==> src/rtl/tcce_pkg.sv <==
// Package for the text console cursor engine: command, request-kind and
// sequencer state types, register indexes, character codes and defaults.
// Depends on nothing; every other file of the block imports it.
`default_nettype none

package tcce_pkg;

   // Default screen geometry and queue depth.
   localparam int SCREEN_WIDTH_DEF  = 80;
   localparam int SCREEN_HEIGHT_DEF = 25;
   localparam int QUEUE_DEPTH_DEF   = 2;

   // Fixed field widths.
   localparam int COLOR_W     = 4;
   localparam int TAB_W       = 7;
   localparam int CHAR_W      = 8;
   localparam int ROW_OUT_W   = 5;
   localparam int COL_OUT_W   = 7;
   localparam int CELL_W      = 16;
   localparam int CSR_DATA_W  = 32;
   localparam int CSR_ADDR_W  = 4;

   // Register reset values.
   localparam logic [COLOR_W-1:0] FOREGROUND_RESET = 4'd15;
   localparam logic [COLOR_W-1:0] BACKGROUND_RESET = 4'd0;
   localparam logic [TAB_W-1:0]   TAB_SIZE_RESET   = 7'd8;

   // Character codes.
   localparam logic [CHAR_W-1:0] CHAR_TAB         = 8'h09;
   localparam logic [CHAR_W-1:0] CHAR_NEWLINE     = 8'h0A;
   localparam logic [CHAR_W-1:0] CHAR_RETURN      = 8'h0D;
   localparam logic [CHAR_W-1:0] CHAR_FIRST_PRINT = 8'h20;

   // Input operation codes.
   localparam logic OP_CHARACTER = 1'b0;
   localparam logic OP_CLEAR     = 1'b1;

   typedef enum logic [1:0] {
      REG_FOREGROUND = 2'd0,
      REG_BACKGROUND = 2'd1,
      REG_TAB_SIZE   = 2'd2
   } reg_type;

   typedef enum logic [1:0] {
      CMD_WRITE  = 2'd0,
      CMD_SCROLL = 2'd1,
      CMD_CLEAR  = 2'd2
   } cmd_type;

   typedef enum logic [2:0] {
      KIND_CLEAR,
      KIND_PRINT,
      KIND_NEWLINE,
      KIND_RETURN,
      KIND_TAB
   } kind_type;

   typedef enum logic [1:0] {
      BK_IDLE,
      BK_DIVIDE,
      BK_TAB,
      BK_WRITE
   } back_state_type;

   // One classified request as it sits in the queue.
   typedef struct packed {
      kind_type           kind;
      logic [CHAR_W-1:0]  char_code;
      logic [TAB_W-1:0]   tab_size;
   } entry_type;

   // Front to queue.
   typedef struct packed {
      logic      push;
      entry_type entry;
   } push_type;

   // Queue occupancy seen by both sides.
   typedef struct packed {
      logic empty;
      logic full;
   } queue_status_type;

endpackage

`default_nettype wire

==> src/rtl/tcce_csr.sv <==
// Configuration registers of the text console cursor engine behind an
// APB-style port: colours and tab size. Depends on tcce_pkg.
`default_nettype none

module tcce_csr
   import tcce_pkg::*;
#(
   parameter int SCREEN_WIDTH = SCREEN_WIDTH_DEF
) (
   input  wire logic                  clock,
   input  wire logic                  reset,
   input  wire logic                  psel,
   input  wire logic                  penable,
   input  wire logic                  pwrite,
   input  wire logic [CSR_ADDR_W-1:0] paddr,
   input  wire logic [CSR_DATA_W-1:0] pwdata,
   output logic      [CSR_DATA_W-1:0] prdata,
   output logic                       pready,
   output logic      [COLOR_W-1:0]    foreground,
   output logic      [COLOR_W-1:0]    background,
   output logic      [TAB_W-1:0]      tab_size
);

   logic [COLOR_W-1:0] fg_ff, fg_in;
   logic [COLOR_W-1:0] bg_ff, bg_in;
   logic [TAB_W-1:0]   tab_ff, tab_in;
   logic               wr_en;
   reg_type            reg_sel;
   logic [TAB_W-1:0]   tab_wdata;
   logic               tab_ok;

   assign pready    = 1'b1;
   assign wr_en     = psel && penable && pwrite;
   assign reg_sel   = reg_type'(paddr[3:2]);
   assign tab_wdata = pwdata[TAB_W-1:0];
   // A tab size of zero or of a full line or more is refused.
   assign tab_ok    = (tab_wdata != '0) && (32'(tab_wdata) < 32'(SCREEN_WIDTH));

   always_comb begin
      fg_in  = fg_ff;
      bg_in  = bg_ff;
      tab_in = tab_ff;
      if (wr_en) begin
         unique case (reg_sel)
            REG_FOREGROUND: fg_in = pwdata[COLOR_W-1:0];
            REG_BACKGROUND: bg_in = pwdata[COLOR_W-1:0];
            REG_TAB_SIZE: begin
               if (tab_ok) begin
                  tab_in = tab_wdata;
               end
            end
            default: ;
         endcase
      end
   end

   always_ff @(posedge clock) begin
      if (reset) begin
         fg_ff  <= FOREGROUND_RESET;
         bg_ff  <= BACKGROUND_RESET;
         tab_ff <= TAB_SIZE_RESET;
      end else begin
         fg_ff  <= fg_in;
         bg_ff  <= bg_in;
         tab_ff <= tab_in;
      end
   end

   always_comb begin
      unique case (reg_sel)
         REG_FOREGROUND: prdata = CSR_DATA_W'(fg_ff);
         REG_BACKGROUND: prdata = CSR_DATA_W'(bg_ff);
         REG_TAB_SIZE:   prdata = CSR_DATA_W'(tab_ff);
         default:        prdata = '0;
      endcase
   end

   assign foreground = fg_ff;
   assign background = bg_ff;
   assign tab_size   = tab_ff;

endmodule

`default_nettype wire

==> src/rtl/tcce_front.sv <==
// Front end of the text console cursor engine: accepts requests, sorts them
// into kinds, drops ignored codes and pushes the rest. Depends on tcce_pkg.
`default_nettype none

module tcce_front
   import tcce_pkg::*;
(
   input  wire logic              req_valid,
   output logic                   req_stall,
   input  wire logic              req_operation,
   input  wire logic [CHAR_W-1:0] req_char_code,
   input  wire logic [TAB_W-1:0]  tab_size,
   input  wire queue_status_type  q_status,
   output push_type               q_push
);

   kind_type kind;
   logic     keep;

   always_comb begin
      kind = KIND_PRINT;
      keep = 1'b1;
      priority if (req_operation == OP_CLEAR) begin
         kind = KIND_CLEAR;
      end else if (req_char_code >= CHAR_FIRST_PRINT) begin
         kind = KIND_PRINT;
      end else if (req_char_code == CHAR_NEWLINE) begin
         kind = KIND_NEWLINE;
      end else if (req_char_code == CHAR_RETURN) begin
         kind = KIND_RETURN;
      end else if (req_char_code == CHAR_TAB) begin
         kind = KIND_TAB;
      end else begin
         keep = 1'b0;
      end
   end

   assign req_stall = q_status.full;

   // The tab size travels with the request so a later register write
   // cannot reach a tab still waiting in the queue.
   assign q_push.push            = req_valid && !q_status.full && keep;
   assign q_push.entry.kind      = kind;
   assign q_push.entry.char_code = req_char_code;
   assign q_push.entry.tab_size  = tab_size;

endmodule

`default_nettype wire

==> src/rtl/tcce_queue.sv <==
// Short request queue between the front end and the back end of the text
// console cursor engine. Depends on tcce_pkg.
`default_nettype none

module tcce_queue
   import tcce_pkg::*;
#(
   parameter int DEPTH = QUEUE_DEPTH_DEF
) (
   input  wire logic        clock,
   input  wire logic        reset,
   input  wire push_type    q_push,
   input  wire logic        pop,
   output entry_type        head,
   output queue_status_type q_status
);

   localparam int PTR_W = (DEPTH > 1) ? $clog2(DEPTH) : 1;
   localparam int CNT_W = $clog2(DEPTH + 1);
   localparam logic [PTR_W-1:0] PTR_LAST = PTR_W'(DEPTH - 1);
   localparam logic [CNT_W-1:0] CNT_FULL = CNT_W'(DEPTH);

   entry_type        slot_ff [DEPTH];
   logic [PTR_W-1:0] wr_ptr_ff, wr_ptr_in;
   logic [PTR_W-1:0] rd_ptr_ff, rd_ptr_in;
   logic [CNT_W-1:0] count_ff, count_in;
   logic             do_push;
   logic             do_pop;

   assign do_push = q_push.push && (count_ff != CNT_FULL);
   assign do_pop  = pop && (count_ff != '0);

   always_comb begin
      wr_ptr_in = wr_ptr_ff;
      rd_ptr_in = rd_ptr_ff;
      count_in  = count_ff;
      if (do_push) begin
         wr_ptr_in = (wr_ptr_ff == PTR_LAST) ? '0 : wr_ptr_ff + PTR_W'(1);
      end
      if (do_pop) begin
         rd_ptr_in = (rd_ptr_ff == PTR_LAST) ? '0 : rd_ptr_ff + PTR_W'(1);
      end
      if (do_push && !do_pop) begin
         count_in = count_ff + CNT_W'(1);
      end else if (do_pop && !do_push) begin
         count_in = count_ff - CNT_W'(1);
      end
   end

   always_ff @(posedge clock) begin
      if (reset) begin
         wr_ptr_ff <= '0;
         rd_ptr_ff <= '0;
         count_ff  <= '0;
      end else begin
         wr_ptr_ff <= wr_ptr_in;
         rd_ptr_ff <= rd_ptr_in;
         count_ff  <= count_in;
      end
   end

   always_ff @(posedge clock) begin
      if (do_push) begin
         slot_ff[wr_ptr_ff] <= q_push.entry;
      end
   end

   assign head           = slot_ff[rd_ptr_ff];
   assign q_status.empty = (count_ff == '0);
   assign q_status.full  = (count_ff == CNT_FULL);

endmodule

`default_nettype wire

==> src/rtl/tcce_back.sv <==
// Back end of the text console cursor engine: holds the cursor, carries out
// queued requests and drives the registered result channel. Depends on tcce_pkg.
`default_nettype none

module tcce_back
   import tcce_pkg::*;
#(
   parameter int SCREEN_WIDTH  = SCREEN_WIDTH_DEF,
   parameter int SCREEN_HEIGHT = SCREEN_HEIGHT_DEF
) (
   input  wire logic                 clock,
   input  wire logic                 reset,
   input  wire entry_type            head,
   input  wire queue_status_type     q_status,
   output logic                      pop,
   input  wire logic [COLOR_W-1:0]   foreground,
   input  wire logic [COLOR_W-1:0]   background,
   output logic                      rsp_valid,
   input  wire logic                 rsp_stall,
   output logic [1:0]                rsp_command,
   output logic [ROW_OUT_W-1:0]      rsp_screen_row,
   output logic [COL_OUT_W-1:0]      rsp_screen_column,
   output logic [CELL_W-1:0]         rsp_cell_word,
   output logic                      rsp_last
);

   // The column may sit one past the last cell while a wrap is pending.
   localparam int COL_W = $clog2(SCREEN_WIDTH + 1);
   localparam int ROW_W = $clog2(SCREEN_HEIGHT);
   localparam int CNT_W = $clog2(COL_W + 1);
   localparam logic [COL_W-1:0] COL_END  = COL_W'(SCREEN_WIDTH);
   localparam logic [COL_W:0]   SUM_END  = (COL_W + 1)'(SCREEN_WIDTH);
   localparam logic [ROW_W-1:0] ROW_LAST = ROW_W'(SCREEN_HEIGHT - 1);

   back_state_type   state_ff, state_in;
   logic [ROW_W-1:0] row_ff, row_in;
   logic [COL_W-1:0] col_ff, col_in;
   logic [CHAR_W-1:0] char_ff, char_in;
   logic [COL_W-1:0] tab_ff, tab_in;
   logic [COL_W:0]   rem_ff, rem_in;
   logic [COL_W-1:0] quo_ff, quo_in;
   logic [CNT_W-1:0] cnt_ff, cnt_in;

   logic                 rsp_valid_ff;
   cmd_type              rsp_cmd_ff;
   logic [ROW_OUT_W-1:0] rsp_row_ff;
   logic [COL_OUT_W-1:0] rsp_col_ff;
   logic [CELL_W-1:0]    rsp_cell_ff;
   logic                 rsp_last_ff;

   logic                 out_free;
   logic                 at_bottom;
   logic                 col_full;
   logic                 start;
   logic [COL_W:0]       rem_shift;
   logic [COL_W:0]       rem_next;
   logic [COL_W:0]       tab_sum;
   logic [COL_W:0]       tab_wrapped;
   logic                 tab_wrap;

   logic                 emit;
   cmd_type              emit_cmd;
   logic [ROW_W-1:0]     emit_row;
   logic [COL_W-1:0]     emit_col;
   logic [CHAR_W-1:0]    emit_char;
   logic                 emit_last;

   assign out_free  = !rsp_valid_ff || !rsp_stall;
   assign at_bottom = (row_ff == ROW_LAST);
   assign col_full  = (col_ff >= COL_END);
   assign start     = (state_ff == BK_IDLE) && !q_status.empty && out_free;

   // One step of the restoring remainder unit.
   assign rem_shift = {rem_ff[COL_W-1:0], quo_ff[COL_W-1]};
   assign rem_next  = (rem_shift >= {1'b0, tab_ff}) ? rem_shift - {1'b0, tab_ff}
                                                    : rem_shift;

   // Next tab stop; it stays below two line widths, so one subtraction wraps it.
   assign tab_sum     = {1'b0, col_ff} + {1'b0, tab_ff} - rem_ff;
   assign tab_wrap    = (tab_sum >= SUM_END);
   assign tab_wrapped = tab_sum - SUM_END;

   always_comb begin
      state_in = state_ff;
      unique case (state_ff)
         BK_IDLE: begin
            if (start) begin
               if (head.kind == KIND_TAB) begin
                  state_in = BK_DIVIDE;
               end else if ((head.kind == KIND_PRINT) && col_full && at_bottom) begin
                  state_in = BK_WRITE;
               end
            end
         end
         BK_DIVIDE: begin
            if (cnt_ff == CNT_W'(1)) begin
               state_in = BK_TAB;
            end
         end
         BK_TAB: begin
            if (!(tab_wrap && at_bottom) || out_free) begin
               state_in = BK_IDLE;
            end
         end
         BK_WRITE: begin
            if (out_free) begin
               state_in = BK_IDLE;
            end
         end
         default: state_in = BK_IDLE;
      endcase
   end

   always_comb begin
      pop       = 1'b0;
      emit      = 1'b0;
      emit_cmd  = CMD_WRITE;
      emit_row  = row_ff;
      emit_col  = col_ff;
      emit_char = char_ff;
      emit_last = 1'b1;
      row_in    = row_ff;
      col_in    = col_ff;
      char_in   = char_ff;
      tab_in    = tab_ff;
      rem_in    = rem_ff;
      quo_in    = quo_ff;
      cnt_in    = cnt_ff;
      unique case (state_ff)
         BK_IDLE: begin
            if (start) begin
               pop     = 1'b1;
               char_in = head.char_code;
               tab_in  = COL_W'(head.tab_size);
               unique case (head.kind)
                  KIND_CLEAR: begin
                     emit     = 1'b1;
                     emit_cmd = CMD_CLEAR;
                     row_in   = '0;
                     col_in   = '0;
                  end
                  KIND_PRINT: begin
                     emit      = 1'b1;
                     emit_char = head.char_code;
                     if (!col_full) begin
                        col_in = col_ff + COL_W'(1);
                     end else if (!at_bottom) begin
                        emit_row = row_ff + ROW_W'(1);
                        emit_col = '0;
                        row_in   = row_ff + ROW_W'(1);
                        col_in   = COL_W'(1);
                     end else begin
                        // Scroll now, write the cell on the next free slot.
                        emit_cmd  = CMD_SCROLL;
                        emit_last = 1'b0;
                        col_in    = '0;
                     end
                  end
                  KIND_NEWLINE: begin
                     col_in = '0;
                     if (at_bottom) begin
                        emit     = 1'b1;
                        emit_cmd = CMD_SCROLL;
                     end else begin
                        row_in = row_ff + ROW_W'(1);
                     end
                  end
                  KIND_RETURN: begin
                     col_in = '0;
                  end
                  KIND_TAB: begin
                     rem_in = '0;
                     quo_in = col_ff;
                     cnt_in = CNT_W'(COL_W);
                  end
                  default: ;
               endcase
            end
         end
         BK_DIVIDE: begin
            rem_in = rem_next;
            quo_in = {quo_ff[COL_W-2:0], 1'b0};
            cnt_in = cnt_ff - CNT_W'(1);
         end
         BK_TAB: begin
            if (!tab_wrap) begin
               col_in = tab_sum[COL_W-1:0];
            end else if (!at_bottom) begin
               col_in = tab_wrapped[COL_W-1:0];
               row_in = row_ff + ROW_W'(1);
            end else if (out_free) begin
               col_in   = tab_wrapped[COL_W-1:0];
               emit     = 1'b1;
               emit_cmd = CMD_SCROLL;
            end
         end
         BK_WRITE: begin
            if (out_free) begin
               emit   = 1'b1;
               col_in = col_ff + COL_W'(1);
            end
         end
         default: ;
      endcase
   end

   always_ff @(posedge clock) begin
      if (reset) begin
         state_ff     <= BK_IDLE;
         row_ff       <= '0;
         col_ff       <= '0;
         rsp_valid_ff <= 1'b0;
      end else begin
         state_ff     <= state_in;
         row_ff       <= row_in;
         col_ff       <= col_in;
         rsp_valid_ff <= emit || (rsp_valid_ff && rsp_stall);
      end
   end

   always_ff @(posedge clock) begin
      char_ff <= char_in;
      tab_ff  <= tab_in;
      rem_ff  <= rem_in;
      quo_ff  <= quo_in;
      cnt_ff  <= cnt_in;
      if (emit) begin
         rsp_cmd_ff  <= emit_cmd;
         rsp_last_ff <= emit_last;
         if (emit_cmd == CMD_WRITE) begin
            rsp_row_ff  <= ROW_OUT_W'(emit_row);
            rsp_col_ff  <= COL_OUT_W'(emit_col);
            rsp_cell_ff <= {background, foreground, emit_char};
         end else begin
            rsp_row_ff  <= '0;
            rsp_col_ff  <= '0;
            rsp_cell_ff <= '0;
         end
      end
   end

   assign rsp_valid         = rsp_valid_ff;
   assign rsp_command       = rsp_cmd_ff;
   assign rsp_screen_row    = rsp_row_ff;
   assign rsp_screen_column = rsp_col_ff;
   assign rsp_cell_word     = rsp_cell_ff;
   assign rsp_last          = rsp_last_ff;

endmodule

`default_nettype wire

==> src/rtl/text_console_cursor_engine.sv <==
// Top level of the text console cursor engine: configuration registers,
// front end, request queue and back end. Depends on tcce_pkg and its modules.
//
// The engine takes character codes or a clear request and keeps a cursor on a
// SCREEN_WIDTH by SCREEN_HEIGHT text screen, emitting display commands: write
// one cell, scroll up one row with the bottom row blanked, or clear the screen.
// A clear request gives one clear command; a printable code gives a cell write,
// preceded by a scroll when a pending wrap falls on the bottom row; a newline
// on the bottom row and a tab that wraps on the bottom row give a scroll. The
// last result of each request carries rsp_last. Carriage return, newline and
// tab away from the bottom row change only the cursor; other control codes are
// dropped at the front and never reach the back end. The back end handles a
// clear, a printable code, a newline or a carriage return straight from idle;
// a write that needs a scroll first emits the scroll, then the cell write
// from its write state; a tab runs through the divide and tab states,
// because the distance to the next tab stop comes from a bit-serial remainder
// unit that settles one quotient bit per cycle. A queue of QUEUE_DEPTH
// requests sits between the front and the back, so the input keeps accepting
// while a result waits on a stalled output, until the queue is full. The tab
// size in force is captured with each request on acceptance.
`default_nettype none

module text_console_cursor_engine
   import tcce_pkg::*;
#(
   parameter int SCREEN_WIDTH  = SCREEN_WIDTH_DEF,
   parameter int SCREEN_HEIGHT = SCREEN_HEIGHT_DEF,
   parameter int QUEUE_DEPTH   = QUEUE_DEPTH_DEF
) (
   input  wire logic                  clock,
   input  wire logic                  reset,
   // Request channel.
   input  wire logic                  req_valid,
   output logic                       req_stall,
   input  wire logic                  req_operation,
   input  wire logic [CHAR_W-1:0]     req_char_code,
   // Result channel.
   output logic                       rsp_valid,
   input  wire logic                  rsp_stall,
   output logic [1:0]                 rsp_command,
   output logic [ROW_OUT_W-1:0]       rsp_screen_row,
   output logic [COL_OUT_W-1:0]       rsp_screen_column,
   output logic [CELL_W-1:0]          rsp_cell_word,
   output logic                       rsp_last,
   // Configuration port.
   input  wire logic                  psel,
   input  wire logic                  penable,
   input  wire logic                  pwrite,
   input  wire logic [CSR_ADDR_W-1:0] paddr,
   input  wire logic [CSR_DATA_W-1:0] pwdata,
   output logic      [CSR_DATA_W-1:0] prdata,
   output logic                       pready
);

   logic [COLOR_W-1:0] foreground;
   logic [COLOR_W-1:0] background;
   logic [TAB_W-1:0]   tab_size;
   push_type           q_push;
   queue_status_type   q_status;
   entry_type          head;
   logic               pop;

   // Colour and tab size registers.
   tcce_csr #(
      .SCREEN_WIDTH (SCREEN_WIDTH)
   ) u_csr (
      .clock      (clock),
      .reset      (reset),
      .psel       (psel),
      .penable    (penable),
      .pwrite     (pwrite),
      .paddr      (paddr),
      .pwdata     (pwdata),
      .prdata     (prdata),
      .pready     (pready),
      .foreground (foreground),
      .background (background),
      .tab_size   (tab_size)
   );

   // The front end sorts each request and stalls only when the queue is full.
   tcce_front u_front (
      .req_valid     (req_valid),
      .req_stall     (req_stall),
      .req_operation (req_operation),
      .req_char_code (req_char_code),
      .tab_size      (tab_size),
      .q_status      (q_status),
      .q_push        (q_push)
   );

   tcce_queue #(
      .DEPTH (QUEUE_DEPTH)
   ) u_queue (
      .clock    (clock),
      .reset    (reset),
      .q_push   (q_push),
      .pop      (pop),
      .head     (head),
      .q_status (q_status)
   );

   // The back end owns the cursor and takes a request only when its output
   // register can accept whatever the request may emit first.
   tcce_back #(
      .SCREEN_WIDTH  (SCREEN_WIDTH),
      .SCREEN_HEIGHT (SCREEN_HEIGHT)
   ) u_back (
      .clock             (clock),
      .reset             (reset),
      .head              (head),
      .q_status          (q_status),
      .pop               (pop),
      .foreground        (foreground),
      .background        (background),
      .rsp_valid         (rsp_valid),
      .rsp_stall         (rsp_stall),
      .rsp_command       (rsp_command),
      .rsp_screen_row    (rsp_screen_row),
      .rsp_screen_column (rsp_screen_column),
      .rsp_cell_word     (rsp_cell_word),
      .rsp_last          (rsp_last)
   );

endmodule

`default_nettype wire

==> config.mk <==
export PLATFORM = sky130hd
export DESIGN_NAME = text_console_cursor_engine
export DESIGN_NICKNAME = d
export VERILOG_FILES = /design/src/rtl/tcce_pkg.sv /design/src/rtl/tcce_csr.sv /design/src/rtl/tcce_front.sv /design/src/rtl/tcce_queue.sv /design/src/rtl/tcce_back.sv /design/src/rtl/text_console_cursor_engine.sv
export SDC_FILE = /design/constraint.sdc
export NUM_CORES = 1
export LEC_CHECK = 0
export BUFFER_PORTS_ARGS = -buffer_cell sky130_fd_sc_hd__buf_2
export CAP_MARGIN = 20
export CORE_ASPECT_RATIO = 1.1
export CORE_MARGIN = 2
export CORE_UTILIZATION = 28
export CTS_BUF_LIST = sky130_fd_sc_hd__clkbuf_4
export CTS_CLUSTER_DIAMETER = 120
export DETAILED_ROUTE_END_ITERATION = 10
export PLACE_DENSITY_LB_ADDON = 0.15
export REMOVE_ABC_BUFFERS = 1
export SLEW_MARGIN = 20
export SYNTH_ARGS = -nofsm -noshare
export SYNTH_HDL_FRONTEND = slang
export SYNTH_SLANG_ARGS = --single-unit
==> constraint.sdc <==
create_clock -name clock -period 8.6 [get_ports clock]
set_input_delay 0.86 -clock clock [delete_from_list [all_inputs] [get_ports clock]]
set_output_delay 0.86 -clock clock [all_outputs]
set_load 0.05 [all_outputs]
==> results.json <==
{
  "grt_pass1_vias": 4916,
  "critPathRequiredTime_ns": 8.88,
  "ys_types": 75,
  "ir_drop_uv": 108,
  "clock-sinks": 135,
  "syn_inst": 646,
  "dp_hpwl_mm": 11.8,
  "worstSkewPairLatency_ns": 0.55,
  "antenna_found_initial": 1,
  "grt_pass1_wl_mm": 26.1,
  "placed_cells": 1003,
  "p_leak_nw": 3.03,
  "first_pass_iters": 5,
  "use_met3_pct": 2.65,
  "start_util_pct": 28.3,
  "cts_resized": 0,
  "synthFlopType": "edfxtp_1",
  "cp_slowest_stage_delay_ns": 0.57,
  "fin_skew_ns": 0.0335,
  "rrSetupSlack_ns": 3.52,
  "path_max_fanout": 11,
  "tns_ns": 0,
  "dieWidth_um": 156,
  "vias_per_cell": 4.76,
  "io_buffers": 64,
  "status": "completed",
  "max-clock-path-buffers": 2,
  "synth_mux_area_share_pct": 6.37,
  "nets": 791,
  "numCtsBuffers": 17,
  "drtAntennaViolNets": 0,
  "worst-slew-pin-transition_ns": 0.964,
  "hold_class": "input port to flop",
  "worstPathArrival_ns": 5.36,
  "gp_congestion": 0.794,
  "cts_setup_buffers": 0,
  "grt_max_degree": 39,
  "period_minus_slack_ns": 5.08,
  "cp_cell_sequence": "inv_1 -> fa_1 -> inv_1 -> ha_1 -> a211oi_1 -> o21ai_0 -> xnor2_1 -> ha_1 -> nand4b_1 -> or4_1 -> o211a_2 -> o21a_4 -> o41ai_4 -> or2_1 -> nor2_1",
  "die-height_um": 171,
  "cellPowerDensity_mw_per_mm2": 338,
  "yosys-top-cells-area": "edfxtp_1, dfxtp_1, ha_1",
  "cts_root_buf": "clkbuf_4",
  "drive_gt1_share_pct": 19.0,
  "wire_per_inst_um": 15.8,
  "remaining_drc_errors": 0,
  "syn_to_final_growth_pct": 12.8,
  "track_usage_pct": 12.7,
  "cp-end-kind": "flop",
  "synth_top_area_share_pct": 42.2,
  "holdBufCountCts": 0,
  "async_reset_ff_share_pct": 0,
  "gr-max-usage-layer": "met2",
  "max_freq_ghz": 0.197,
  "synth-simple-area-share_pct": 14.9,
  "slew_headroom_pct": 35.7,
  "yosys_warnings": 0,
  "synth-xor-area-share_pct": 1.60,
  "grt.overflow.total": 0,
  "setup_viol": 0,
  "avgSynthCellArea_um2": 11.0,
  "htreeDepth": 4,
  "use_met1_pct": 16.2,
  "vias": 4928,
  "rsz0062_at_grt": "false",
  "tritoncts": "yes",
  "synth_compound_area_share_pct": 12.1,
  "startpoint_type": "flop",
  "coreArea_mm2": 0.0251,
  "hold_viol": 0,
  "yosys_register_bits": 135,
  "synthAdderAreaFrac_pct": 6.47,
  "met2_usage_pct": 20.8,
  "rows": 61,
  "utilization_pct": 32.0,
  "drtIter0Drc": 198,
  "synth_area_leader_cell": "edfxtp_1",
  "finalNonFillerCells": 1036,
  "synth_edf_count": 100,
  "io_pins": 118,
  "drv_slew": 0,
  "synth_area_mm2": 0.00712,
  "synth_top_family_by_area": "simple AND/OR/NAND/NOR gates",
  "critPathKind": "flop to flop",
  "wirelength_mm": 16.4,
  "fin_crit_sh_pct": 59.1,
  "ys_seq_area_share_pct": 52.0,
  "maxCapViolations": 0,
  "die_area_mm2": 0.0267,
  "path_clk_slew_ns": 0.14,
  "slowest_stage": "fa_1"
}
## layer usage
layer	up-vias	share of wire, %
met5	-	0
met1	2376	46
met2	109	48
met3	24	2.9
met4	0	2.6
li1	2419	-
## layout make-up
type | instances | area (um2)
clock inverters | 13 | 173
flip-flops and latches | 135 | 3700
repair buffers | 68 | 370
inverters | 42 | 158
diodes | 1 | 2.50
multi-input cells | 443 | 3080
clock buffers | 19 | 143
well taps | 315 | 394
fillers | 2552 | 17100
## sequential cells by signal, indices dropped and copies added (netlist names), 7 cells and up, named ones only
name and count:
u_back.tab_ff 7, u_csr.tab_size 7, u_back.quo_ff 7, u_back.rem_ff 8
u_back.rsp_cell_word 16, u_back.rsp_screen_column 7, u_queue.slot_ff 36, u_back.char_ff 8
u_back.col_ff 7
## power breakdown
| part | total, mW | switching, mW | internal [mW] |
|---|---|---|---|
| clock | 0.465 | 0.253 | 0.212 |
| sequential | 0.940 | 0.0603 | 0.879 |
| combinational | 1.31 | 0.855 | 0.451 |
## through the flow
stage	area [um2]	setup WS, ns	power [mW]	hold WS, ns
floorplan	6910	2.53	1.92	0.439
global placement	7660	3.29	2.23	0.471
detailed placement	7690	3.44	2.26	0.479
CTS	8010	3.43	2.73	0.433
global route	8020	3.15	2.90	0.402
finish	8020	3.52	2.71	0.503
## worst max-delay path, delay by kind of cell (launching register included)
kind                       cells  cell delay (ns)
AOI/OAI and AO/OA              5             1.61
and+or+nand+nor                4             1.13
adders and majority gates      3             1.09
DFF                            1             0.40
xor gates and xnor gates       1             0.36
buffers and inverters          2             0.22
## kinds of logic (layout without fill, tap and decap cells)
family / after synthesis / count (layout)
AOI/OAI and AO/OA: 122 / 122
xor gates and xnor gates: 13 / 13
adders and majority gates: 32 / 32
buffers and inverters: 92 / 142
DFF: 135 / 135
muxes: 43 / 43
other: 2 / 27
and+or+nand+nor: 207 / 207
## final timing paths
kind / to / start / cells after the start
worst min-delay path: u_queue.slot_ff[0][10] / req_char_code[3] / 1
worst min register to register: u_queue.slot_ff[1][1] / u_csr.tab_size[1] / 0
worst max-delay path: u_back.rsp_cell_word[2] / u_back.col_ff[1] / 15
worst max register to register: u_back.rsp_cell_word[2] / u_back.col_ff[1] / 15
## placed cells by master, fill, tap and decap left out, types with 14 or more instances in the layout
cell	synthesis	routed
dfxtp_1	35	35
nor2_1	57	55
nand2_1	40	40
nor2b_1	18	18
clkbuf_4	0	19
edfxtp_1	100	100
inv_1	42	42
nor3_1	15	15
buf_2	3	64
ha_1	24	24
and2_1	15	15
nand3_1	14	14
mux2i_1	25	25
mux2_2	18	18
a21oi_1	23	23
o21ai_0	31	30
conb_1	2	26
## Yosys cell counts (6+ instances only)
cell / count
a211o_1: 6
a21oi_1: 23
a31oi_1: 6
and2_1: 15
and3_1: 9
buf_4: 27
clkbuf_1: 16
dfxtp_1: 35
edfxtp_1: 100
fa_1: 8
ha_1: 24
inv_1: 42
mux2_2: 18
mux2i_1: 25
nand2_1: 40
nand3_1: 14
nor2_1: 57
nor2b_1: 18
nor3_1: 15
o21ai_0: 31
or3_1: 8
xnor2_1: 9
(Power assumes the default switching activity.)
